--- config.mk ---
export PLATFORM = sky130hd
export DESIGN_NAME = qgt_queue
export DESIGN_NICKNAME = d
export VERILOG_FILES = /design/src/qgt_pkg.sv /design/src/qgt_queue.sv
export VERILOG_INCLUDE_DIRS = /design/src /design/src/src
export SDC_FILE = /design/constraint.sdc
export NUM_CORES = 1
export LEC_CHECK = 0
export BUFFER_PORTS_ARGS = -buffer_cell sky130_fd_sc_hd__clkbuf_2
export CAP_MARGIN = 5
export CORE_MARGIN = 8
export CORE_UTILIZATION = 40
export CTS_CLUSTER_DIAMETER = 100
export DETAILED_ROUTE_END_ITERATION = 8
export PLACE_DENSITY = 0.66
export SYNTH_ARGS = -nofsm -noshare
export SYNTH_HDL_FRONTEND = slang
export SYNTH_SLANG_ARGS = --single-unit
--- constraint.sdc ---
create_clock -name clk -period 1.5 [get_ports clk]
set_input_delay 0.075 -clock clk [delete_from_list [all_inputs] [get_ports clk]]
set_output_delay 0.075 -clock clk [all_outputs]
set_load 0.05 [all_outputs]
--- src/quantized_grid_table_assert.svh ---
// Assertion helpers shared by the grid table RTL.
// Each macro expands to one labeled concurrent assertion, disabled in reset.
`ifndef QUANTIZED_GRID_TABLE_ASSERT_SVH
`define QUANTIZED_GRID_TABLE_ASSERT_SVH

// Same-cycle implication: ante |-> cons.
`define QGT_ASSERT(label, clk, rst, ante, cons) \
  label: assert property (@(posedge clk) disable iff (rst) (ante) |-> (cons)) \
    else $error("quantized_grid_table: assertion failed");

// Next-cycle implication: ante |=> cons.
`define QGT_ASSERT_NEXT(label, clk, rst, ante, cons) \
  label: assert property (@(posedge clk) disable iff (rst) (ante) |=> (cons)) \
    else $error("quantized_grid_table: assertion failed");

`endif

--- src/qgt_pkg.sv ---
// ----------------------------------------------------------------------------
// qgt_pkg
// Shared constants, codes, types and helpers of the quantized grid table.
// ----------------------------------------------------------------------------
package qgt_pkg;

  // Defaults of the top-level parameters
  localparam int DEF_TABLE_DEPTH = 4096;
  localparam int DEF_VALUE_BITS  = 32;

  // Fixed field widths
  localparam int COORD_FIELDS = 4;
  localparam int STEP_W       = 2;
  localparam int COORD_W      = 18;
  localparam int LIN_W        = 12;
  localparam int WORD_W       = 32;
  localparam int SIZE_W       = 9;
  localparam int DIMS_W       = 3;
  localparam int MAX_DIMS     = 4;
  localparam int DIM_LIMIT    = (MAX_DIMS < COORD_FIELDS) ? MAX_DIMS : COORD_FIELDS;
  localparam int SIZE_LIMIT   = 256;
  localparam logic [15:0] Q_ONE_MINUS = 16'hFFFF;

  // Queue between front and back (power of two)
  localparam int QUEUE_DEPTH = 2;

  // Configuration port
  localparam int CFG_ADDR_W  = 5;
  localparam int CFG_DATA_W  = 32;
  localparam int REG_IDX_W   = 3;
  localparam logic [REG_IDX_W-1:0] REG_NUM_DIMS   = 3'd0;
  localparam logic [REG_IDX_W-1:0] REG_DIM_SIZE_0 = 3'd1;
  localparam logic [REG_IDX_W-1:0] REG_DIM_SIZE_1 = 3'd2;
  localparam logic [REG_IDX_W-1:0] REG_DIM_SIZE_2 = 3'd3;
  localparam logic [REG_IDX_W-1:0] REG_DIM_SIZE_3 = 3'd4;

  // Request codes
  localparam logic       REQ_READ    = 1'b0;
  localparam logic       REQ_WRITE   = 1'b1;
  localparam logic [1:0] MODE_INDEX  = 2'd0;
  localparam logic [1:0] MODE_NORM   = 2'd1;
  localparam logic [1:0] MODE_LINEAR = 2'd2;

  typedef struct packed {
    logic [DIMS_W-1:0]                  num_dims;
    logic [COORD_FIELDS-1:0][SIZE_W-1:0] dim_size;
  } qgt_cfg_t;

  typedef struct packed {
    logic write;
    logic bad;
  } qgt_ctrl_t;

  // Size register as used: zero acts as one, large values saturate
  function automatic logic [SIZE_W-1:0] eff_size(input logic [SIZE_W-1:0] s);
    logic [SIZE_W-1:0] r;
    if (s == '0) begin
      r = SIZE_W'(1);
    end else if (s > SIZE_W'(SIZE_LIMIT)) begin
      r = SIZE_W'(SIZE_LIMIT);
    end else begin
      r = s;
    end
    return r;
  endfunction

endpackage

--- src/qgt_queue.sv ---
// ----------------------------------------------------------------------------
// qgt_queue
// Short FIFO that decouples address calculation from the table access.
// ----------------------------------------------------------------------------
`include "quantized_grid_table_assert.svh"

module qgt_queue #(
  parameter int DATA_W = 16
) (
  input  logic               clk,
  input  logic               rst,
  input  logic               push_valid,
  output logic               push_ready,
  input  qgt_pkg::qgt_ctrl_t push_ctrl,
  input  logic [DATA_W-1:0]  push_data,
  output logic               pop_valid,
  input  logic               pop_ready,
  output qgt_pkg::qgt_ctrl_t pop_ctrl,
  output logic [DATA_W-1:0]  pop_data
);

  localparam int PTR_W = $clog2(qgt_pkg::QUEUE_DEPTH);
  localparam int CNT_W = $clog2(qgt_pkg::QUEUE_DEPTH + 1);

  qgt_pkg::qgt_ctrl_t ctrl_q [qgt_pkg::QUEUE_DEPTH];
  logic [DATA_W-1:0]  data_q [qgt_pkg::QUEUE_DEPTH];
  logic [PTR_W-1:0]   wr_ptr;
  logic [PTR_W-1:0]   rd_ptr;
  logic [CNT_W-1:0]   count;
  logic               push_fire;
  logic               pop_fire;

  assign push_ready = (count != CNT_W'(qgt_pkg::QUEUE_DEPTH));
  assign pop_valid  = (count != '0);
  assign push_fire  = push_valid && push_ready;
  assign pop_fire   = pop_valid && pop_ready;
  assign pop_ctrl   = ctrl_q[rd_ptr];
  assign pop_data   = data_q[rd_ptr];

  always_ff @(posedge clk) begin
    if (rst) begin
      wr_ptr <= '0;
      rd_ptr <= '0;
      count  <= '0;
    end else begin
      if (push_fire) begin
        wr_ptr <= wr_ptr + PTR_W'(1);
      end
      if (pop_fire) begin
        rd_ptr <= rd_ptr + PTR_W'(1);
      end
      if (push_fire && !pop_fire) begin
        count <= count + CNT_W'(1);
      end else if (pop_fire && !push_fire) begin
        count <= count - CNT_W'(1);
      end
    end
  end

  always_ff @(posedge clk) begin
    if (push_fire) begin
      ctrl_q[wr_ptr] <= push_ctrl;
      data_q[wr_ptr] <= push_data;
    end
  end

  `QGT_ASSERT(a_count_bound, clk, rst, 1'b1, count <= CNT_W'(qgt_pkg::QUEUE_DEPTH))
  `QGT_ASSERT_NEXT(a_push_fills, clk, rst, push_fire && !pop_fire, count != '0)

endmodule

==> flow_summary_export.csv, run 1 <==
group,metric,value,unit
cells_and_area,final_common_cell,"edfxtp_1",
run_status,status,"complete, no violations",
critical_path,arrival,1.68,ns
timing,setup_tns,0,ns
pwr,power.share.sequential,0.400,
floorplan,start_util,0.4149,
cells_and_area,multi_input_area,345.3,um^2
global_route,grt_use_total,0.1050,
pwr,power.leakage,0.0008450,uW
logic_synthesis,ys_ff_latch,41,
cells_and_area,n_fill_cell,285,
cells_and_area,antenna_cells,0,
timing,relSlewSlack,0.8137,
critical_path,r2r_setup_slack,0.04,ns
timing,hold_viol,0,
logic_synthesis,yosys.area.top_type_share,0.7117,
pwr,p_switching,1423,uW
global_route,grt-ovfl-total,0,
logic_synthesis,synth_fp_nets,103,
pwr,swShare,0.3758,
global_route,grt_pass1_wl,4.878,mm
timing,fmax,0.6836,GHz
cells_and_area,final-seq-area,1189,um^2
logic_synthesis,syn-instance-count,80,
critical_path,critical_path.endpoint_type,"register",
critical_path,cp_max_fo,5,
pwr,power.density,1765,nW/um^2
pwr,clockPowerShare,0.187,
timing,finClkSkew,0.004285,ns
run,maxCapViolCount,0,
floorplan,std_cell_rows,22,
drt,ant_nets,0,
clock_network,cts.sinks,41,
critical_path,startpoint_type,"register",
cells_and_area,final_cell_mix,"edfxtp_1, clkbuf_2, mux2_2, dlygate4sd3_1, buf_2",
logic_synthesis,synth.area.top_cells,"edfxtp_1, mux2_2, dfxtp_1",
pwr,vdd_drop_max,0.0008943,V
critical_path,r2r_end,"count[1]$_SDFFE_PP0P_",
cells_and_area,area_growth,41.19,%
cells_and_area,final_net_count,176,
clock_network,cts-root-buf,"clkbuf_8",
cells_and_area,drive_gt1_frac,0.5325,
floorplan,coreArea,3661,um^2
hold_path,hold_path.class,"input port to register",
critical_path,r2r_start,"count[0]$_SDFFE_PP0P_",
clock_network,cts_tree,"yes",
floorplan,io_pins,42,
timing,rsz0062_at_grt,"yes",
clock_network,clk_latency,0.28,ns
placed_design,gp_congestion,0.6691,
hold_path,min_path_cells,2,
drt,num_vias,914,
floorplan,die_h,77.62,um
logic_synthesis,synth_area_leader_cell,"edfxtp_1",
timing,period_share,0.9753,
drt,via_per_inst,4.525,
pwr,p_int,2363,uW
logic_synthesis,postSynthAreaPerCell,18.99,um^2
logic_synthesis,yosys_warnings,0,
timing,finalCriticalPeriod,1.463,ns
floorplan,die-area,6025,um^2
critical_path,ff2ff_path_depth,6,
drt,wl,2.904,mm
logic_synthesis,netlist_area,1519,um^2
drt,avgRoutedWirePerCell,14.38,um
placed_design,hpwlAfterDp,2.108,mm
floorplan,dieWidth,77.62,um
pwr,pwr-share-comb,0.413,
timing,finalMaxSlewViolations,0,
logic_synthesis,yosysUniqueCellTypes,18,
clock_network,h-tree-depth,2,
hold_path,min_from,"rst",
critical_path,worstSetupPathType,"register to register",
logic_synthesis,yosysSeqAreaShare,0.7776,
timing,fin_hold_ws,0.008063,ns
global_route,antenna_found_initial,0,
hold_path,hold_path_end,"count[1]$_SDFFE_PP0P_",
global_route,grt_pass1_vias,1077,
clock_network,cts.clk_slew.worst_paths,0.07,ns
drt,dr.pass1.iters,4,
drt,drtIter0Drc,74,
global_route,grt_max_degree,13,
timing,worst_pin_slew,0.2806,ns
drt,drc_errors,0,
critical_path,crit_required,1.71,ns
placed_design,numPortBuffers,41,
clock_network,cts_made_buffers,5,
clock_network,cts.path.max_buffers,2,
timing,setup_viol,0,
through the flow:
stage | total power (uW) | setup WS [ns] | utilization | cells | area, um^2
finish | 3786 | 0.03709 | 0.5858 | 202 | 2145
global route | 3976 | -0.01881 | 0.5858 | 202 | 2145
CTS | 3788 | 0.001349 | 0.5793 | 200 | 2121
detailed placement | 3032 | -0.03344 | 0.5048 | 174 | 1848
global placement | 2983 | 0.07980 | 0.5048 | 174 | 1848
floorplan | 2659 | -0.03118 | - | 80 | 1543
Yosys cell counts:
| cell type | instances |
|---|---|
| a21bo_2 | 1 |
| dfxtp_1 | 5 |
| mux2_2 | 18 |
| buf_4 | 1 |
| xor2_1 | 3 |
| a21oi_1 | 2 |
| and2_1 | 1 |
| or2_2 | 1 |
| nand2b_1 | 1 |
| edfxtp_1 | 36 |
| buf_2 | 1 |
| inv_1 | 1 |
| nand3b_1 | 1 |
| o21ai_0 | 2 |
| nor2_1 | 3 |
| ha_1 | 1 |
| or3_1 | 1 |
| and3_1 | 1 |
how the worst max path moves through the flow:
stage	end	depth (start not counted)	start
after floorplan	count[1]$_SDFFE_PP0P_	5	count[0]$_SDFFE_PP0P_
after global placement	count[1]$_SDFFE_PP0P_	6	count[1]$_SDFFE_PP0P_
after detailed placement	count[1]$_SDFFE_PP0P_	6	count[1]$_SDFFE_PP0P_
after CTS	pop_data[10]	3	register
after global routing	count[1]$_SDFFE_PP0P_	6	count[0]$_SDFFE_PP0P_
final	count[1]$_SDFFE_PP0P_	6	count[0]$_SDFFE_PP0P_
per-layer routing:
| layer | part of all wire | vias up | track usage | wire length (um) |
|---|---|---|---|---|
| met3 | 0.077 | 4 | 0.05530 | 223 |
| met2 | 0.52 | 27 | 0.1754 | 1520 |
| met5 | 0 | - | 0 | 0 |
| li1 | - | 449 | - | - |
| met4 | 0.012 | 0 | 0.05660 | 35 |
| met1 | 0.39 | 434 | 0.1030 | 1125 |
critical path: stages, from the launching register on:
cell and delay [ns]:
dfxtp_4 0.35, nand2b_4 0.15, and2_4 0.14, ha_4 0.15
xor2_1 0.15, or3_1 0.32, a21oi_1 0.12
registers in the layout (all words and copies together) (netlist names), named ones only:
signal  flops
wr_ptr      1
data_q     32
ctrl_q      4
count       2
rd_ptr      1
power groups by stage:
stage | registers, uW | logic [uW] | clock network, uW
CTS | 1510 | 1540 | 733
global route | 1530 | 1660 | 785
floorplan | 1510 | 1150 | 0
finish | 1510 | 1560 | 710
detailed placement | 1530 | 1500 | 0
global placement | 1510 | 1470 | 0
layout make-up:
type,count,share of cell area
Tap cell,48,0.02800
Inverter,1,0.001750
Timing Repair Buffer,68,0.2130
Multi-Input combinational cell,36,0.1610
Clock buffer,8,0.04201
Sequential cell,41,0.5543
logic make-up (layout without fill, tap and decap cells):
logic type / Yosys count / in the layout / synth area share
flops: 41 / 41 / 0.7776
mux: 18 / 18 / 0.1334
simple gates: 9 / 9 / 0.03296
compound gates: 5 / 5 / 0.01977
xor+xnor: 3 / 3 / 0.01730
buf+inv: 3 / 77 / 0.01070
fa+ha+maj: 1 / 1 / 0.008236
repair_timing:
item,CTS,global route
cloned,0,0
buffers inserted,0,2
hold buffers,18,0
hold endpoints to repair,36,0
setup endpoints to repair,1,19
pin swaps,0,1
resized for setup,2,21
Power figures use the tool's default switching activity.
==> run 2, diff against run 1 <==
CORE_MARGIN = not set   (was 8)
RECOVER_POWER = 50   (was not set)
==> run 2 against run 1 <==
Compared with the run above: combinational power decreased by 4%; maximum frequency decreased by 0.80%; clock-buffer cell count decreased by 2; sequential power about the same; clock power increased by 16%; critical path type unchanged; largest power group is now sequential cells.
==> flow_summary_export.csv, run 2 (synthesized netlist as in run 1, its figures left out) <==
group,metric,value,unit
drt,via_per_inst,4.497,
pwr,vdd_drop_max,0.001302,V
clock_network,h-tree-depth,2,
placed_design,hpwlAfterDp,1.692,mm
global_route,antenna_found_initial,0,
clock_network,cts.path.max_buffers,2,
cells_and_area,n_fill_cell,294,
cells_and_area,drive_gt1_frac,0.4371,
clock_network,cts_made_buffers,5,
pwr,power.density,1811,nW/um^2
placed_design,gp_congestion,0.7215,
floorplan,dieWidth,63.62,um
clock_network,clk_latency,0.28,ns
run,maxCapViolCount,0,
cells_and_area,final_cells,199,
floorplan,coreArea,3661,um^2
timing,fmax,0.6781,GHz
critical_path,cpPeakStageDelay,0.35,ns
timing,period_share,0.9831,
floorplan,die_h,63.62,um
drt,ant_nets,0,
cells_and_area,fin_area,2113,um^2
floorplan,start_util,0.4149,
drt,drc_errors,0,
timing,finClkSkew,0.007503,ns
timing,fin_hold_ws,0.02785,ns
clock_network,cts-root-buf,"clkbuf_8",
cells_and_area,fin_util,0.5772,
cells_and_area,area_growth,39.13,%
global_route,grt_pass1_vias,865,
global_route,grt-ovfl-total,0,
timing,finalMaxSlewViolations,0,
global_route,grt_use_total,0.1359,
placed_design,pre_cts_slack,-0.03079,ns
clock_network,cts_tree,"yes",
placed_design,placed_area,1853,um^2
timing,relSlewSlack,0.8100,
critical_path,crit_chain,"nand2b_4, and2_4, ha_4, xor2_1, or3_1, a21oi_2",
drt,wl,2.483,mm
drt,dr.pass1.iters,2,
cells_and_area,antenna_cells,0,
critical_path,crit_required,1.70,ns
timing,worst_pin_slew,0.2863,ns
floorplan,die-area,4048,um^2
drt,drtIter0Drc,15,
run_status,status,"complete, no violations",
timing,hold_viol,0,
critical_path,arrival,1.68,ns
cells_and_area,final_net_count,173,
global_route,grt_max_degree,19,
clock_network,cts.sinks,41,
timing,finalCriticalPeriod,1.475,ns
cells_and_area,regMostFlops,"data_q",
timing,rsz0062_at_grt,"yes",
critical_path,cp_max_fo,5,
cells_and_area,final_cell_mix,"edfxtp_1, clkbuf_2, mux2_2, dlygate4sd3_1, clkbuf_1",
timing,setup_slack,0.02533,ns
hold_path,hold_path.class,"input port to register",
clock_network,cts.clk_slew.worst_paths,0.06,ns
global_route,grt_pass1_wl,3.981,mm
cells_and_area,final_common_cell,"edfxtp_1",
drt,num_vias,895,
pwr,power.leakage,0.0007947,uW
critical_path,cp_num_buf_inv,0,
floorplan,io_pins,42,
cells_and_area,reg_top3,"data_q: 32 flops, ctrl_q: 4 flops, count: 2 flops",
timing,setup_viol,0,
critical_path,startpoint_type,"register",
critical_path,worstSetupPathType,"register to register",
critical_path,critical_path.endpoint_type,"register",
critical_path,cp_top_family,"simple AND/OR/NAND/NOR gates",
cells_and_area,largest_reg_flops,32,
critical_path,cp_slowest_cell,"dfxtp_2",
placed_design,dp.cells,173,
drt,avgRoutedWirePerCell,12.48,um
placed_design,numPortBuffers,41,
floorplan,std_cell_rows,22,
-- run 2: cell types whose count changed in the layout (fill, tap and decap cells not counted), moves of 2 or more --
| cell | change |
|---|---|
| buf_2 | -10 |
| buf_4 | -4 |
| clkbuf_1 | +13 |
| clkbuf_2 | -3 |
| dfxtp_2 | +2 |
| dfxtp_4 | -2 |
-- run 2: what timing repair did --
item	4_1_cts	5_1_grt
pin swaps	1	0
endpoints found under the setup margin	1	9
endpoints found under the hold margin	34	2
hold buffers	17	1
resized for setup	2	9
cloned	0	0
buffers inserted	0	0
-- run 2: metal layers --
metal,vias to the layer above,global-route usage,wire (um)
met2,27,0.2380,1339
met5,-,0,0
li1,443,-,-
met4,0,0.05114,22
met1,423,0.1451,1017
met3,2,0.05435,103
-- run 2: area by class of cell --
class | count | area, um^2 | area share
flip-flops and latches | 41 | 1184 | 0.5601
repair buffers | 65 | 410.4 | 0.1942
multi-input cells | 36 | 349.1 | 0.1652
clock buffers | 6 | 72.57 | 0.03434
well taps | 48 | 60.06 | 0.02842
clock inverters | 2 | 33.78 | 0.01599
inverters | 1 | 3.754 | 0.001776
-- run 2: worst paths after layout --
check | end | start | cells after the start | slack [ns]
worst max-delay path | count[1]$_SDFFE_PP0P_ | count[0]$_SDFFE_PP0P_ | 6 | 0.03
worst max register to register | count[1]$_SDFFE_PP0P_ | count[0]$_SDFFE_PP0P_ | 6 | 0.03
worst min-delay path | count[1]$_SDFFE_PP0P_ | rst | 2 | 0.03
worst min register to register | rd_ptr$_SDFFE_PP0P_ | rd_ptr$_SDFFE_PP0P_ | 2 | 0.52
-- run 2: metrics by stage --
| step | total power [uW] | setup TNS [ns] |
|---|---|---|
| after CTS | 3874 | 0 |
| after detailed placement | 3010 | -0.03079 |
| final | 3828 | 0 |
| after global routing | 3991 | -0.007116 |
| after floorplan | 2659 | -0.03118 |
| after global placement | 2970 | 0 |
-- run 2: power breakdown --
part | leakage (uW) | switching (uW) | total, uW | internal [uW]
clock network | 0.0000528 | 334 | 825 | 491
logic | 0.000364 | 1000 | 1500 | 495
registers | 0.000378 | 68.3 | 1510 | 1440
total | 0.000795 | 1400 | 3830 | 2420
-- run 2: worst reg2reg max path: stages, from the launching register on --
cell and delay, ns:
dfxtp_2 0.35, nand2b_4 0.16, and2_4 0.15, ha_4 0.15, xor2_1 0.15, or3_1 0.33
a21oi_2 0.13
==> run 3, diff against run 2 <==
CORE_UTILIZATION = 45   (was 40)
CTS_BUF_LIST = sky130_fd_sc_hd__clkbuf_4 sky130_fd_sc_hd__clkbuf_8 sky130_fd_sc_hd__clkbuf_16   (was not set)
PLACE_DENSITY = 0.73   (was 0.66)
==> run 3 against run 2 <==
Compared with the run above: clock power down 9.3%; cell count did not move; worst hold slack improved by 0.018 ns; routed wire length up 10%; global-route usage grew 2.8 points; combinational power grew 15%; die area is 11% lower; worst setup slack got worse by 0.020 ns; critical path type unchanged; critical endpoint unchanged; largest cell class unchanged; highest routed layer unchanged.
==> flow_summary_export.csv, run 3 (synthesized netlist as in run 1, its figures left out) <==
group,metric,value,unit
timing,setup_tns,0,ns
clock_network,clk_latency,0.34,ns
clock_network,cts_tree,"yes",
critical_path,ff2ff_path_depth,6,
timing,setup_viol,0,
drt,wl,2.742,mm
drt,drc_errors,0,
placed_design,hpwlAfterDp,1.713,mm
cells_and_area,largest_reg_flops,32,
clock_network,cts-root-buf,"clkbuf_4",
pwr,p_int,2534,uW
critical_path,critical_path.endpoint_type,"register",
pwr,clockPowerShare,0.188,
timing,period_share,0.9963,
cells_and_area,final_cell_mix,"edfxtp_1, dlygate4sd3_1, mux2_2",
cells_and_area,drive_gt1_frac,0.5032,
pwr,power.leakage,0.0008428,uW
cells_and_area,reg_top3,"data_q: 32 flops, ctrl_q: 4 flops, count: 2 flops",
drt,avgRoutedWirePerCell,13.78,um
pwr,power.density,1801,nW/um^2
critical_path,r2r_setup_slack,0.006,ns
pwr,swShare,0.3638,
global_route,grt_use_total,0.1637,
critical_path,cp_max_fo,3,
placed_design,numPortBuffers,41,
global_route,grt_pass1_wl,4.022,mm
hold_path,min_path_cells,3,
cells_and_area,final_net_count,177,
hold_path,hold_path.class,"input port to register",
clock_network,cts_made_buffers,5,
floorplan,io_pins,42,
clock_network,h-tree-depth,2,
hold_path,hold_path_end,"wr_ptr$_SDFFE_PP0P_",
drt,ant_nets,0,
floorplan,dieWidth,60.10,um
timing,finalMaxSlewViolations,0,
timing,worst_pin_slew,0.2766,ns
global_route,grt_pass1_vias,926,
timing,finClkSkew,0.01225,ns
critical_path,startpoint_type,"register",
critical_path,worstSetupPathType,"register to register",
cells_and_area,regMostFlops,"data_q",
clock_network,cts.sinks,41,
timing,hold_viol,0,
critical_path,r2r_start,"count[0]$_SDFFE_PP0P_",
timing,fmax,0.6691,GHz
pwr,p_switching,1449,uW
drt,num_vias,932,
run_status,status,"complete, no violations",
critical_path,crit_required,1.76,ns
floorplan,std_cell_rows,20,
drt,drtIter0Drc,14,
timing,relSlewSlack,0.8164,
cells_and_area,antenna_cells,0,
cells_and_area,n_fill_cell,231,
floorplan,die-area,3612,um^2
global_route,antenna_found_initial,0,
cells_and_area,final_cells,199,
pwr,pwr-share-comb,0.432,
timing,finalCriticalPeriod,1.494,ns
cells_and_area,fin_util,0.7072,
cells_and_area,final_common_cell,"edfxtp_1",
pwr,power.share.sequential,0.380,
run,maxCapViolCount,0,
critical_path,arrival,1.76,ns
timing,rsz0062_at_grt,"yes",
critical_path,r2r_end,"count[1]$_SDFFE_PP0P_",
floorplan,start_util,0.4856,
drt,dr.pass1.iters,4,
placed_design,dp.cells,170,
hold_path,min_from,"push_valid",
placed_design,gp_congestion,0.6313,
clock_network,cts.path.max_buffers,2,
floorplan,die_h,60.10,um
clock_network,cts.clk_slew.worst_paths,0.11,ns
pwr,vdd_drop_max,0.001264,V
drt,via_per_inst,4.683,
floorplan,coreArea,3128,um^2
global_route,grt-ovfl-total,0,
global_route,grt_max_degree,13,
cells_and_area,area_growth,45.63,%
-- run 3: area by class of cell --
type                    instances  area, um^2  share of cell area
repair buffers                 69       513.0              0.2319
clock buffers                   7       58.81             0.02658
inverters                       1       3.754            0.001697
clock inverters                 1       30.03             0.01357
flip-flops and latches         41        1190              0.5379
well taps                      44       55.05             0.02489
multi-input cells              36       361.6              0.1635
-- run 3: power by group through the flow --
stage	logic, uW	clock network, uW	registers, uW
2_1_floorplan	1150	0	1510
3_3_place_gp	1450	0	1510
3_5_place_dp	1480	0	1530
4_1_cts	1690	769	1510
5_1_grt	1800	812	1530
6_report	1720	748	1510
-- run 3: how the worst max path moves through the flow --
stage | slack (ns) | from | end
floorplan | -0.03 | count[0]$_SDFFE_PP0P_ | count[1]$_SDFFE_PP0P_
global placement | 0.08 | count[1]$_SDFFE_PP0P_ | count[1]$_SDFFE_PP0P_
detailed placement | -0.07 | count[1]$_SDFFE_PP0P_ | count[1]$_SDFFE_PP0P_
CTS | -0.02 | register | pop_ctrl[1]
global route | -0.03 | count[0]$_SDFFE_PP0P_ | count[1]$_SDFFE_PP0P_
finish | 0.006 | count[0]$_SDFFE_PP0P_ | count[1]$_SDFFE_PP0P_
-- run 3: stage by stage --
stage / instance area, um^2 / hold WS (ns) / worst slack [ns] / total power [uW]
floorplan: 1543 / 0.1441 / -0.03118 / 2659
global route: 2212 / 0.04607 / -0.02650 / 4147
finish: 2212 / 0.04547 / 0.005533 / 3983
global placement: 1843 / 0.2655 / 0.08358 / 2962
detailed placement: 1843 / 0.2685 / -0.07049 / 3008
CTS: 2212 / 0.02361 / -0.02066 / 3968
-- run 3: repair_timing --
action | 4_1_cts | 5_1_grt
hold buffers | 19 | 0
gates cloned | 0 | 0
setup buffers | 2 | 0
resized for setup | 26 | 14
endpoints found under the hold margin | 41 | 0
pin swaps | 2 | 2
setup endpoints to repair | 19 | 19
-- run 3: metal layers --
layer  vias to the layer above  track usage  share of wire
li1                        451            -              -
met4                         0       0.1063          0.018
met2                        31       0.2779           0.55
met3                         5      0.04978          0.044
met1                       445       0.1743           0.39
met5                         -            0              0
-- run 3: critical path: stages, from the launching register on --
cell	delay [ns]
dfxtp_4	0.36
nand2b_4	0.13
and2_4	0.14
ha_4	0.16
xor2_2	0.15
or3_4	0.34
a21oi_2	0.15
