[src/quantized_grid_table_assert.svh]
// Assertion helpers shared by the grid table RTL.
// Each macro expands to one labeled concurrent assertion, disabled in reset.
`ifndef QUANTIZED_GRID_TABLE_ASSERT_SVH
`define QUANTIZED_GRID_TABLE_ASSERT_SVH

// Same-cycle implication: ante |-> cons.
`define QGT_ASSERT(label, clk, rst, ante, cons) \
  label: assert property (@(posedge clk) disable iff (rst) (ante) |-> (cons)) \
    else $error("quantized_grid_table: assertion failed");

// Next-cycle implication: ante |=> cons.
`define QGT_ASSERT_NEXT(label, clk, rst, ante, cons) \
  label: assert property (@(posedge clk) disable iff (rst) (ante) |=> (cons)) \
    else $error("quantized_grid_table: assertion failed");

`endif

[src/qgt_pkg.sv]
// ----------------------------------------------------------------------------
// qgt_pkg
// Shared constants, codes, types and helpers of the quantized grid table.
// ----------------------------------------------------------------------------
package qgt_pkg;

  // Defaults of the top-level parameters
  localparam int DEF_TABLE_DEPTH = 4096;
  localparam int DEF_VALUE_BITS  = 32;

  // Fixed field widths
  localparam int COORD_FIELDS = 4;
  localparam int STEP_W       = 2;
  localparam int COORD_W      = 18;
  localparam int LIN_W        = 12;
  localparam int WORD_W       = 32;
  localparam int SIZE_W       = 9;
  localparam int DIMS_W       = 3;
  localparam int MAX_DIMS     = 4;
  localparam int DIM_LIMIT    = (MAX_DIMS < COORD_FIELDS) ? MAX_DIMS : COORD_FIELDS;
  localparam int SIZE_LIMIT   = 256;
  localparam logic [15:0] Q_ONE_MINUS = 16'hFFFF;

  // Queue between front and back (power of two)
  localparam int QUEUE_DEPTH = 2;

  // Configuration port
  localparam int CFG_ADDR_W  = 5;
  localparam int CFG_DATA_W  = 32;
  localparam int REG_IDX_W   = 3;
  localparam logic [REG_IDX_W-1:0] REG_NUM_DIMS   = 3'd0;
  localparam logic [REG_IDX_W-1:0] REG_DIM_SIZE_0 = 3'd1;
  localparam logic [REG_IDX_W-1:0] REG_DIM_SIZE_1 = 3'd2;
  localparam logic [REG_IDX_W-1:0] REG_DIM_SIZE_2 = 3'd3;
  localparam logic [REG_IDX_W-1:0] REG_DIM_SIZE_3 = 3'd4;

  // Request codes
  localparam logic       REQ_READ    = 1'b0;
  localparam logic       REQ_WRITE   = 1'b1;
  localparam logic [1:0] MODE_INDEX  = 2'd0;
  localparam logic [1:0] MODE_NORM   = 2'd1;
  localparam logic [1:0] MODE_LINEAR = 2'd2;

  typedef struct packed {
    logic [DIMS_W-1:0]                  num_dims;
    logic [COORD_FIELDS-1:0][SIZE_W-1:0] dim_size;
  } qgt_cfg_t;

  typedef struct packed {
    logic write;
    logic bad;
  } qgt_ctrl_t;

  // Size register as used: zero acts as one, large values saturate
  function automatic logic [SIZE_W-1:0] eff_size(input logic [SIZE_W-1:0] s);
    logic [SIZE_W-1:0] r;
    if (s == '0) begin
      r = SIZE_W'(1);
    end else if (s > SIZE_W'(SIZE_LIMIT)) begin
      r = SIZE_W'(SIZE_LIMIT);
    end else begin
      r = s;
    end
    return r;
  endfunction

endpackage

[src/qgt_if.sv]
// ----------------------------------------------------------------------------
// qgt_if
// Request and response channels of the quantized grid table.
// ----------------------------------------------------------------------------
interface qgt_req_if;
  logic                               valid;
  logic                               ready;
  logic                               req_type;
  logic [1:0]                         addr_mode;
  logic signed [qgt_pkg::COORD_W-1:0] coord_0;
  logic signed [qgt_pkg::COORD_W-1:0] coord_1;
  logic signed [qgt_pkg::COORD_W-1:0] coord_2;
  logic signed [qgt_pkg::COORD_W-1:0] coord_3;
  logic [qgt_pkg::LIN_W-1:0]          linear_addr;
  logic [qgt_pkg::WORD_W-1:0]         write_value;

  modport source (output valid, req_type, addr_mode, coord_0, coord_1, coord_2, coord_3,
                  linear_addr, write_value, input ready);
  modport sink (input valid, req_type, addr_mode, coord_0, coord_1, coord_2, coord_3,
                linear_addr, write_value, output ready);
endinterface


[src/qgt_front.sv]
// ----------------------------------------------------------------------------
// qgt_front
// Accepts requests and folds coordinates into a row-major address and bound.
// ----------------------------------------------------------------------------
`include "quantized_grid_table_assert.svh"

module qgt_front #(
  parameter int TABLE_DEPTH = qgt_pkg::DEF_TABLE_DEPTH,
  parameter int VALUE_BITS  = qgt_pkg::DEF_VALUE_BITS
) (
  input  logic                           clk,
  input  logic                           rst,
  input  logic                           hold,
  input  qgt_pkg::qgt_cfg_t              cfg,
  qgt_req_if.sink                        req,
  output logic                           push_valid,
  input  logic                           push_ready,
  output qgt_pkg::qgt_ctrl_t             push_ctrl,
  output logic [$clog2(TABLE_DEPTH)-1:0] push_addr,
  output logic [VALUE_BITS-1:0]          push_wdata
);

  localparam int ADDR_W = $clog2(TABLE_DEPTH);
  localparam int SAT_W  = $clog2(TABLE_DEPTH + 1);
  localparam int MAC_W  = SAT_W + qgt_pkg::SIZE_W + 1;
  localparam int BND_W  = SAT_W + qgt_pkg::SIZE_W;
  localparam int CMP_W  = (SAT_W > qgt_pkg::LIN_W) ? SAT_W : qgt_pkg::LIN_W;
  localparam int NRM_W  = 16 + qgt_pkg::SIZE_W;
  localparam logic [MAC_W-1:0] DEPTH_MAC = MAC_W'(TABLE_DEPTH);
  localparam logic [BND_W-1:0] DEPTH_BND = BND_W'(TABLE_DEPTH);

  typedef enum logic [2:0] {
    F_IDLE = 3'b001,
    F_CALC = 3'b010,
    F_PUSH = 3'b100
  } fstate_t;

  fstate_t                                           state;
  logic [qgt_pkg::STEP_W-1:0]                        step;
  logic                                              req_w;
  logic [1:0]                                        mode;
  logic [qgt_pkg::COORD_FIELDS-1:0][qgt_pkg::COORD_W-1:0] coord;
  logic [qgt_pkg::LIN_W-1:0]                         lin;
  logic [VALUE_BITS-1:0]                             wdata;
  logic [SAT_W-1:0]                                  addr_acc;
  logic [SAT_W-1:0]                                  bound_acc;
  logic                                              bad;

  logic                          accept;
  logic [qgt_pkg::DIMS_W-1:0]    n_eff;
  logic                          last;
  logic [qgt_pkg::SIZE_W-1:0]    sz;
  logic [qgt_pkg::COORD_W-1:0]   cur;
  logic [15:0]                   cq;
  logic [NRM_W-1:0]              norm_prod;
  logic                          int_bad;
  logic [qgt_pkg::SIZE_W-1:0]    ix;
  logic [SAT_W-1:0]              base;
  logic [MAC_W-1:0]              mac;
  logic [BND_W-1:0]              bprod;
  logic [SAT_W-1:0]              addr_step;
  logic [SAT_W-1:0]              bound_step;
  logic [CMP_W-1:0]              sel;
  logic                          final_bad;

  assign req.ready = (state == F_IDLE) && !hold;
  assign accept    = req.valid && req.ready;

  assign n_eff = (cfg.num_dims == '0) ? qgt_pkg::DIMS_W'(1) :
                 (cfg.num_dims > qgt_pkg::DIMS_W'(qgt_pkg::DIM_LIMIT)) ?
                 qgt_pkg::DIMS_W'(qgt_pkg::DIM_LIMIT) : cfg.num_dims;
  assign last  = (qgt_pkg::DIMS_W'(step) == n_eff - qgt_pkg::DIMS_W'(1));

  // One dimension per step
  assign sz  = qgt_pkg::eff_size(cfg.dim_size[step]);
  assign cur = coord[step];

  // Clamp the coordinate to [0, 1 - 2^-16], scale and floor
  assign cq        = cur[qgt_pkg::COORD_W-1] ? 16'h0 :
                     cur[16] ? qgt_pkg::Q_ONE_MINUS : cur[15:0];
  assign norm_prod = NRM_W'(cq) * NRM_W'(sz);
  assign int_bad   = cur[qgt_pkg::COORD_W-1] || (cur[16:0] >= 17'(sz));

  always_comb begin
    if (mode == qgt_pkg::MODE_INDEX) begin
      ix = int_bad ? '0 : cur[qgt_pkg::SIZE_W-1:0];
    end else begin
      ix = norm_prod[NRM_W-1:16];
    end
  end

  assign base       = (step == '0) ? '0 : addr_acc;
  assign mac        = MAC_W'(base) * MAC_W'(sz) + MAC_W'(ix);
  assign addr_step  = (mac > DEPTH_MAC) ? SAT_W'(TABLE_DEPTH) : SAT_W'(mac);
  assign bprod      = BND_W'(bound_acc) * BND_W'(sz);
  assign bound_step = (bprod > DEPTH_BND) ? SAT_W'(TABLE_DEPTH) : SAT_W'(bprod);

  // Final address and range check
  assign sel       = (mode == qgt_pkg::MODE_LINEAR) ? CMP_W'(lin) : CMP_W'(addr_acc);
  assign final_bad = bad || (sel >= CMP_W'(bound_acc));

  assign push_valid      = (state == F_PUSH);
  assign push_ctrl.write = (req_w == qgt_pkg::REQ_WRITE);
  assign push_ctrl.bad   = final_bad;
  assign push_addr       = final_bad ? '0 : ADDR_W'(sel);
  assign push_wdata      = wdata;

  always_ff @(posedge clk) begin
    if (rst) begin
      state <= F_IDLE;
      step  <= '0;
    end else begin
      case (state)
        F_IDLE: begin
          if (accept) begin
            state <= F_CALC;
            step  <= '0;
          end
        end
        F_CALC: begin
          if (last) begin
            state <= F_PUSH;
          end else begin
            step <= step + qgt_pkg::STEP_W'(1);
          end
        end
        F_PUSH: begin
          if (push_ready) begin
            state <= F_IDLE;
          end
        end
        default: begin
          state <= F_IDLE;
        end
      endcase
    end
  end

  always_ff @(posedge clk) begin
    if (accept) begin
      req_w     <= req.req_type;
      mode      <= req.addr_mode;
      coord[0]  <= req.coord_0;
      coord[1]  <= req.coord_1;
      coord[2]  <= req.coord_2;
      coord[3]  <= req.coord_3;
      lin       <= req.linear_addr;
      wdata     <= VALUE_BITS'(req.write_value);
      bound_acc <= SAT_W'(1);
      addr_acc  <= '0;
      bad       <= !(req.addr_mode inside {qgt_pkg::MODE_INDEX, qgt_pkg::MODE_NORM,
                                           qgt_pkg::MODE_LINEAR});
    end else if (state == F_CALC) begin
      addr_acc  <= addr_step;
      bound_acc <= bound_step;
      if (mode == qgt_pkg::MODE_INDEX && int_bad) begin
        bad <= 1'b1;
      end
    end
  end

  `QGT_ASSERT(a_step_in_range, clk, rst, state == F_CALC, qgt_pkg::DIMS_W'(step) < n_eff)

endmodule

[src/flat_wrapper.sv]
// flat-port wrapper written by rule: the top's interface ports become plain ports
module qgt_front_flat 
#(
  parameter int TABLE_DEPTH = qgt_pkg::DEF_TABLE_DEPTH,
  parameter int VALUE_BITS  = qgt_pkg::DEF_VALUE_BITS
)
  (clk, rst, hold, cfg, push_valid, push_ready, push_ctrl, push_addr, push_wdata, req_valid, req_req_type, req_addr_mode, req_coord_0, req_coord_1, req_coord_2, req_coord_3, req_linear_addr, req_write_value, req_ready);
  qgt_req_if req_i ();
  input  logic clk;
  input  logic rst;
  input  logic hold;
  input  qgt_pkg::qgt_cfg_t cfg;
  output logic push_valid;
  input  logic push_ready;
  output qgt_pkg::qgt_ctrl_t push_ctrl;
  output logic [$clog2(TABLE_DEPTH)-1:0] push_addr;
  output logic [VALUE_BITS-1:0] push_wdata;
  input wire logic [$bits(req_i.valid)-1:0] req_valid;
  input wire logic [$bits(req_i.req_type)-1:0] req_req_type;
  input wire logic [$bits(req_i.addr_mode)-1:0] req_addr_mode;
  input wire logic [$bits(req_i.coord_0)-1:0] req_coord_0;
  input wire logic [$bits(req_i.coord_1)-1:0] req_coord_1;
  input wire logic [$bits(req_i.coord_2)-1:0] req_coord_2;
  input wire logic [$bits(req_i.coord_3)-1:0] req_coord_3;
  input wire logic [$bits(req_i.linear_addr)-1:0] req_linear_addr;
  input wire logic [$bits(req_i.write_value)-1:0] req_write_value;
  output wire logic [$bits(req_i.ready)-1:0] req_ready;
  assign req_i.valid = req_valid;
  assign req_i.req_type = req_req_type;
  assign req_i.addr_mode = req_addr_mode;
  assign req_i.coord_0 = req_coord_0;
  assign req_i.coord_1 = req_coord_1;
  assign req_i.coord_2 = req_coord_2;
  assign req_i.coord_3 = req_coord_3;
  assign req_i.linear_addr = req_linear_addr;
  assign req_i.write_value = req_write_value;
  assign req_ready = req_i.ready;
  qgt_front #(.TABLE_DEPTH(TABLE_DEPTH), .VALUE_BITS(VALUE_BITS)) u_core (.clk(clk), .rst(rst), .hold(hold), .cfg(cfg), .req(req_i), .push_valid(push_valid), .push_ready(push_ready), .push_ctrl(push_ctrl), .push_addr(push_addr), .push_wdata(push_wdata));
endmodule
[config.mk]
export PLATFORM = sky130hd
export DESIGN_NAME = qgt_front_flat
export DESIGN_NICKNAME = d
export VERILOG_FILES = /design/src/qgt_pkg.sv /design/src/qgt_if.sv /design/src/qgt_front.sv /design/src/flat_wrapper.sv
export VERILOG_INCLUDE_DIRS = /design/src /design/src/src
export SDC_FILE = /design/constraint.sdc
export NUM_CORES = 1
export LEC_CHECK = 0
export BUFFER_PORTS_ARGS = -buffer_cell sky130_fd_sc_hd__buf_2
export CAP_MARGIN = 0
export CORE_AREA = 4 4 224 248
export CTS_CLUSTER_DIAMETER = 150
export DETAILED_ROUTE_END_ITERATION = 16
export DIE_AREA = 0 0 228 252
export HOLD_SLACK_MARGIN = 0.05
export PLACE_DENSITY_LB_ADDON = 0.1
export SLEW_MARGIN = 5
export SYNTH_ARGS = -nofsm -noshare
export SYNTH_HDL_FRONTEND = slang
export SYNTH_SLANG_ARGS = --single-unit
[constraint.sdc]
create_clock -name clk -period 12.4 [get_ports clk]
set_clock_uncertainty 0.05 [all_clocks]
set_input_delay 1.24 -clock clk [delete_from_list [all_inputs] [get_ports clk]]
set_output_delay 1.24 -clock clk [all_outputs]
set_load 0.03 [all_outputs]
==> metrics.md, run 1 <==
| Metric | Value |
|---|---|
| Initial antenna violation count | `5` |
| I/O Pins | `211` |
| Detailed Route WL | `56.9 mm` |
| H-tree depth | `4` |
| CTS Hold Bufs | `0` |
| Share of cells above drive strength 1 | `14.7%` |
| Post-CTS setup buffer count | `0` |
| Crit-path most repeated cell | `fa_1` |
| Std-Cell Rows | `89` |
| RSZ-0062 raised after global routing | `false` |
| Share of the synthesized area in the top cell type | `28.2%` |
| Clock Tree Root | `clkbuf_16` |
| Core footprint | `0.0531 mm2` |
| Vias in the first global route | `15,400` |
| Setup TNS | `0 ns` |
| Syn Area/Cell | `9.53 um2` |
| Startpoint types | `flop` |
| Number of gates resized after cts | `0` |
| Clock Power Share | `35.8%` |
| Final ANT Viol Nets | `0` |
| Number of synthesis warnings | `0` |
| Flop pwr share | `35.9%` |
| CP peak stage delay | `0.72 ns` |
| Cell count after synthesis | `1,937` |
| P_int | `0.00107 W` |
| CTS tree | `built` |
| Cell Pwr Density | `77.4 mW/mm2` |
| Outcome | `finished clean` |
| Worst-path fanout max | `19` |
| Max-cap viol count | `0` |
| Synth Register Bits | `151` |
| Critical path type | `flop to flop` |
| Slack of the critical path | `1.77 ns` |
| Starting density of the core | `34.7%` |
| Synthesized area | `0.0185 mm2` |
| Full die area | `0.0575 mm2` |
| Post-route minimum period | `10.63 ns` |
| Largest net degree at the start of global routing | `70` |
| Post-layout utilization of the core | `39.4%` |
| Top post-synthesis cells by area | `fa_1 (28%), edfxtp_1 (20%), ha_1 (12%)` |
| VDD IR-drop max | `164 uV` |
| EDFF count, synth | `120` |
| Arr. time, crit path | `10.95 ns` |
| Post-route clock period utilization | `85.7%` |
| Worst hold path class | `flop to flop` |
| P_sw | `0.000552 W` |
| Setup violations, final | `0` |
| Crit-path slowest cell | `dfxtp_1` |
| Slew Limit Headroom | `29.3%` |
| Req. time, crit path | `12.72 ns` |
| Leak Pwr | `10.0 nW` |
| First drt pass iteration count | `5` |
| Synth Net Count | `2,531` |
| Total GRT Usage | `20.2%` |
| Max frequency | `0.0941 GHz` |
| Clk Latency, worst-skew pair | `0.47 ns` |
| Die width | `228 um` |
| Comb pwr share | `28.3%` |
| First-pass GRT wire length | `89.5 mm` |
| Clock Tree Buf Depth | `2` |
| DP HPWL | `46.5 mm` |
| Vias per cell | `5.00` |
| Post-synthesis async set-or-reset flop share | `0%` |
| Inserted Clock Buffers | `17` |
| Final hold slack | `0.451 ns` |
| Final Hold Viols | `0` |
| Global placement routability congestion | `0.901` |
| Crit. End Element | `flop` |
| Wire length per cell | `20.2 um` |
| Worst-margin pin slew | `1.05 ns` |
| 1st-iter DRT viols | `751` |
| Sequential share of the synthesized area | `22.9%` |
| Most used DFF post-synth | `edfxtp_1` |
| Vias | `14,100` |
| Synth unique cells | `71` |
| Slew Viols, Final | `0` |
| Clock sink count | `151` |
| P&R area growth vs syn | `13.4%` |
| DRC | `0` |
| Die Y | `252 um` |
| Grt total ovfl | `0` |
| Fin nets | `2,712` |
| Sw Share | `34.1%` |
| Dpl ws | `1.38 ns` |
| Port Buffers | `210` |
| Yosys top cell by area | `fa_1` |
| CTS clk-pin slew, worst paths | `0.09 ns` |
[power by group through the flow]
stage | logic [W] | clock network, W | registers (W)
floorplan | 0.000303 | 0 | 0.000597
global placement | 0.000462 | 0 | 0.000592
detailed placement | 0.000464 | 0 | 0.000593
CTS | 0.000466 | 0.000595 | 0.000581
global route | 0.000524 | 0.000614 | 0.000583
finish | 0.000458 | 0.000579 | 0.000581
[worst max-delay path: cells and delay by family (launching register included)]
| family | cells | cell delay [ns] |
|---|---|---|
| simple gates | 10 | 2.62 |
| flops | 1 | 0.72 |
| compound gates | 9 | 2.94 |
| buf+inv | 4 | 0.55 |
| fa+ha+maj | 7 | 3.19 |
| mux | 1 | 0.42 |
[Yosys cell counts (3+ instances only)]
cell,n
o32ai_1,3
o21bai_1,4
and3_1,6
a211o_1,4
xor2_1,15
clkbuf_1,61
o21a_1,15
edfxtp_1,120
buf_2,4
or3_1,3
and2_1,20
fa_1,260
and4_1,3
buf_1,9
nand2_1,272
inv_1,327
mux4_2,26
nor3b_1,3
o21ai_0,53
nor3_1,23
a21oi_1,44
nor2b_1,25
a211oi_1,7
o22ai_1,4
or4_1,4
nor2_1,240
mux2i_1,22
o211ai_1,6
dfxtp_1,31
nand3_1,14
nand4_1,9
clkinv_1,5
a31oi_1,3
nand2b_1,22
xnor2_1,18
a21o_1,21
o31ai_1,17
ha_1,171
[cells in the final DEF, fill, tap and decap left out, drive strengths merged, types with 17 or more instances in the layout]
| cell type | netlist | final |
|---|---|---|
| inv | 327 | 335 |
| nand2 | 272 | 272 |
| fa | 260 | 260 |
| nor2 | 240 | 240 |
| buf | 17 | 240 |
| ha | 171 | 171 |
| edfxtp | 120 | 120 |
| o21ai | 54 | 54 |
| a21oi | 44 | 44 |
| dfxtp | 31 | 31 |
| mux4 | 26 | 26 |
| nor2b | 25 | 25 |
| nor3 | 23 | 23 |
| nand2b | 22 | 22 |
| mux2i | 22 | 22 |
| a21o | 21 | 21 |
| and2 | 20 | 20 |
| xnor2 | 18 | 18 |
| o31ai | 17 | 17 |
| clkbuf | 61 | 17 |
[routing by layer]
metal	track usage, %	vias to the layer above	wire (um)
met5	0	-	42
met4	6.74	8	1690
met3	3.74	88	2850
met2	35.1	390	27700
met1	25.7	6982	24600
li1	-	6606	-
[layout make-up]
class / count / area [um2]
timing repair buffer: 240 / 1280
clock inverter: 15 / 206
inverter: 332 / 1250
sequential: 151 / 4230
antenna: 3 / 7.51
clock buffer: 17 / 425
fill: 5370 / 32200
multi-input combinational: 1376 / 12700
tap: 682 / 853
[metrics by stage]
stage                     power, W  cell area [um2]  std cells
after global routing       0.00172            20900       2813
after floorplan           0.000901            18500       1937
final                      0.00162            20900       2816
after CTS                  0.00164            20900       2813
after detailed placement   0.00106            20300       2781
after global placement     0.00105            20300       2781
[final timing paths]
check,end,from,slack (ns),cells after the start
max,u_core.addr_acc[12]$_SDFFE_PP0P_,u_core.step[1]$_SDFFE_PP0P_,1.77,31
min,u_core.addr_acc[10]$_SDFFE_PP0P_,u_core.addr_acc[10]$_SDFFE_PP0P_,0.45,2
max reg2reg,u_core.addr_acc[12]$_SDFFE_PP0P_,u_core.step[1]$_SDFFE_PP0P_,1.77,31
min reg2reg,u_core.addr_acc[10]$_SDFFE_PP0P_,u_core.addr_acc[10]$_SDFFE_PP0P_,0.45,2
[sequential cells by signal (all words and copies together) (netlist names)]
name and count:
u_core.addr_acc 13, u_core.push_wdata 32, u_core.step 2, u_core.bound_acc 13, u_core.state 3, u_core.req_w 1
u_core.coord 72, u_core.mode 2, u_core.lin 12, u_core.bad 1
[logic make-up after synthesis]
logic type,synth area share [%]
AO/OA/AOI/OAI,7.61
flip-flops,22.9
buffers and inverters,8.49
multiplexers,4.37
adder cells (fa/ha/maj),39.8
XOR/XNOR,1.57
AND/OR/NAND/NOR,15.3
Power figures use the tool's default switching activity.
==> run 2: changes to the inputs <==
--- a/config.mk
+++ b/config.mk
@@ -13,7 +13,6 @@
 export DETAILED_ROUTE_END_ITERATION = 16
 export DIE_AREA = 0 0 228 252
 export HOLD_SLACK_MARGIN = 0.05
-export PLACE_DENSITY_LB_ADDON = 0.1
 export SLEW_MARGIN = 5
 export SYNTH_ARGS = -nofsm -noshare
 export SYNTH_HDL_FRONTEND = slang
==> metrics.md, run 2 (synthesis results as in run 1) <==
| Metric | Value |
|---|---|
| Post-layout utilization of the core | `39.2% (-0.19 points)` |
| Post-CTS setup buffer count | `0 (unchanged)` |
| VDD IR-drop max | `109 uV (-33%)` |
| Max-cap viol count | `0 (unchanged)` |
| Full die area | `0.0575 mm2 (unchanged)` |
| Comb pwr share | `29.2% (+0.9 points)` |
| Starting density of the core | `34.7% (unchanged)` |
| CTS clk-pin slew, worst paths | `0.07 ns (-0.02 ns)` |
| Register area | `0.00423 mm2 (unchanged)` |
| Filler cell count | `5,186 (-3.4%)` |
| Final ANT Viol Nets | `0 (unchanged)` |
| Final Hold Viols | `0 (unchanged)` |
| Setup TNS | `0 ns (unchanged)` |
| Vias per cell | `5.11 (+2.3%)` |
| H-tree depth | `4 (unchanged)` |
| Reg2Reg Depth | `31 (unchanged)` |
| Core footprint | `0.0531 mm2 (unchanged)` |
| Startpoint types | `input pin` |
| Std-Cell Rows | `89 (unchanged)` |
| Global placement routability congestion | `0.934 (+3.7%)` |
| DP Area | `0.0202 mm2 (-0.20%)` |
| Multi-input logic area | `0.0127 mm2 (about the same)` |
| Max frequency | `0.0930 GHz (-1.1%)` |
| Worst-path fanout max | `24 (+5)` |
| Arr. time, crit path | `11.04 ns (+0.09 ns)` |
| Largest net degree at the start of global routing | `74 (+5.7%)` |
| Worst-margin pin slew | `0.977 ns (-0.0729 ns)` |
| Vias in the first global route | `15,600 (+0.89%)` |
| Clock Power Share | `33.7% (-2.1 points)` |
| Top delay family on crit path | `adder cells` |
| Finished Layout Cells | `2,808 (-0.28%)` |
| Crit. End Element | `flop` |
| Crit-path most repeated cell | `fa_1` |
| Highest-count cells in the layout ignoring fill and taps | `inv_1 (326), nand2_1 (272), fa_1 (260)` |
| Die Y | `252 um (unchanged)` |
| P_sw | `0.000540 W (-2.1%)` |
| Flop pwr share | `37.1% (+1.2 points)` |
| P_int | `0.00103 W (-3.7%)` |
| Worst R2R Start | `u_core.step[1]$_SDFFE_PP0P_` |
| R2R Setup Slk | `1.71 ns (-0.06 ns)` |
| DRC | `0 (unchanged)` |
| Leak Pwr | `9.95 nW (-0.45%)` |
| DP HPWL | `42.4 mm (-8.8%)` |
| Post-route clock period utilization | `86.7% (+0.97 points)` |
| Wire length per cell | `18.6 um (-8.2%)` |
| CP peak stage delay | `0.71 ns (about the same)` |
| WHS Path Cells | `2 (unchanged)` |
| Worst reg2reg endpoint | `u_core.addr_acc[12]$_SDFFE_PP0P_` |
| First-pass GRT wire length | `83.6 mm (-6.6%)` |
| P&R area growth vs syn | `12.8%` |
| I/O Pins | `211 (unchanged)` |
| Cell Pwr Density | `75.3 mW/mm2 (-2.7%)` |
| Worst Hold Path EP | `u_core.addr_acc[10]$_SDFFE_PP0P_` |
| Antenna cells | `0 (-3)` |
| Inserted Clock Buffers | `17 (unchanged)` |
| Crit-path slowest cell | `mux4_2` |
| RSZ-0062 raised after global routing | `false` |
| 1st-iter DRT viols | `886 (+18%)` |
| Gr busiest metal | `met2` |
| Largest register FFs | `72 (unchanged)` |
| Fin nets | `2,707 (-0.18%)` |
| Slew Viols, Final | `0 (unchanged)` |
| Clk Latency, worst-skew pair | `0.45 ns (-0.02 ns)` |
| Detailed Route WL | `52.1 mm (-8.5%)` |
| Clock Tree Root | `clkbuf_16` |
| Port Buffers | `210 (unchanged)` |
| Post-Place Cells | `2,776 (-0.18%)` |
| Worst hold path class | `flop to flop` |
| Slew Limit Headroom | `34.9% (+5.6 points)` |
| Outcome | `finished clean` |
| Initial antenna violation count | `3 (-2)` |
| Total GRT Usage | `18.4% (-1.9 points)` |
| CTS Hold Bufs | `0 (unchanged)` |
| Critical path type | `input pin to flop` |
| Crit path buf inv count | `6 (+2)` |
| Reg with most FFs | `u_core.coord` |
| Vias | `14,400 (+2.0%)` |
| Setup violations, final | `0 (unchanged)` |
| Met1 Use GR | `22.8% (-2.8 points)` |
| Sw Share | `34.5% (+0.37 points)` |
| Met3 Track Usage GR | `3.33% (-0.41 points)` |
| Post-route cell area | `0.0208 mm2 (-0.48%)` |
| Clock sink count | `151 (unchanged)` |
| Req. time, crit path | `12.69 ns (-0.03 ns)` |
| Clock Tree Buf Depth | `2 (unchanged)` |
| Post-route minimum period | `10.75 ns (+0.121 ns)` |
| First drt pass iteration count | `6 (+1)` |
| Grt total ovfl | `0 (unchanged)` |
| Share of cells above drive strength 1 | `14.5% (-0.20 points)` |
| CTS tree | `built` |
| Hold path start | `u_core.addr_acc[10]$_SDFFE_PP0P_` |
| Commonest non-fill, non-tap cell in the layout | `inv_1` |
| M2 GR Usage | `32.4% (-2.8 points)` |
| Die width | `228 um (unchanged)` |
| Number of gates resized after cts | `0 (unchanged)` |
==> run 2: final cells by class <==
cell class                      count  share of cell area, %
Tap cell                          682                   4.10
Inverter                          332                   6.00
Multi-Input combinational cell   1376                   60.9
Sequential cell                   151                   20.3
Clock inverter                     15                  0.739
Timing Repair Buffer              235                   5.95
Clock buffer                       17                   2.04
==> run 2: worst max path at each step <==
stage,start,cells past startpoint,to
2_1_floorplan,cfg[28],32,u_core.addr_acc[3]$_SDFFE_PP0P_
3_3_place_gp,cfg[35],32,u_core.addr_acc[12]$_SDFFE_PP0P_
3_5_place_dp,cfg[35],32,u_core.addr_acc[12]$_SDFFE_PP0P_
4_1_cts,cfg[35],32,u_core.addr_acc[12]$_SDFFE_PP0P_
5_1_grt,u_core.step[1]$_SDFFE_PP0P_,31,u_core.addr_acc[4]$_SDFFE_PP0P_
6_report,cfg[35],32,u_core.addr_acc[12]$_SDFFE_PP0P_
==> run 2: power by group through the flow <==
stage / clock network (W) / logic [W] / registers, W
after floorplan: 0 / 0.000303 / 0.000597
after global routing: 0.000560 / 0.000517 / 0.000582
after CTS: 0.000543 / 0.000463 / 0.000581
final: 0.000528 / 0.000458 / 0.000581
after global placement: 0 / 0.000450 / 0.000591
after detailed placement: 0 / 0.000461 / 0.000592
==> run 2: metrics by stage <==
stage	setup WS [ns]	power, W	hold WS [ns]
2_1_floorplan	2.70	0.000901	0.389
3_5_place_dp	1.25	0.00105	0.484
3_3_place_gp	1.45	0.00104	0.474
5_1_grt	1.07	0.00166	0.522
6_report	1.65	0.00157	0.492
4_1_cts	1.72	0.00159	0.494
==> run 2: tightest hold or removal path, stage by stage (launching register included) <==
cell and delay, ns:
dfxtp_1 0.35, nand2_1 0.08, o31ai_1 0.06
==> run 2: layer usage <==
layer / vias to the layer above / routed length (um)
met5: - / 35
li1: 6599 / -
met3: 104 / 3260
met2: 545 / 25700
met4: 6 / 1590
met1: 7103 / 21500
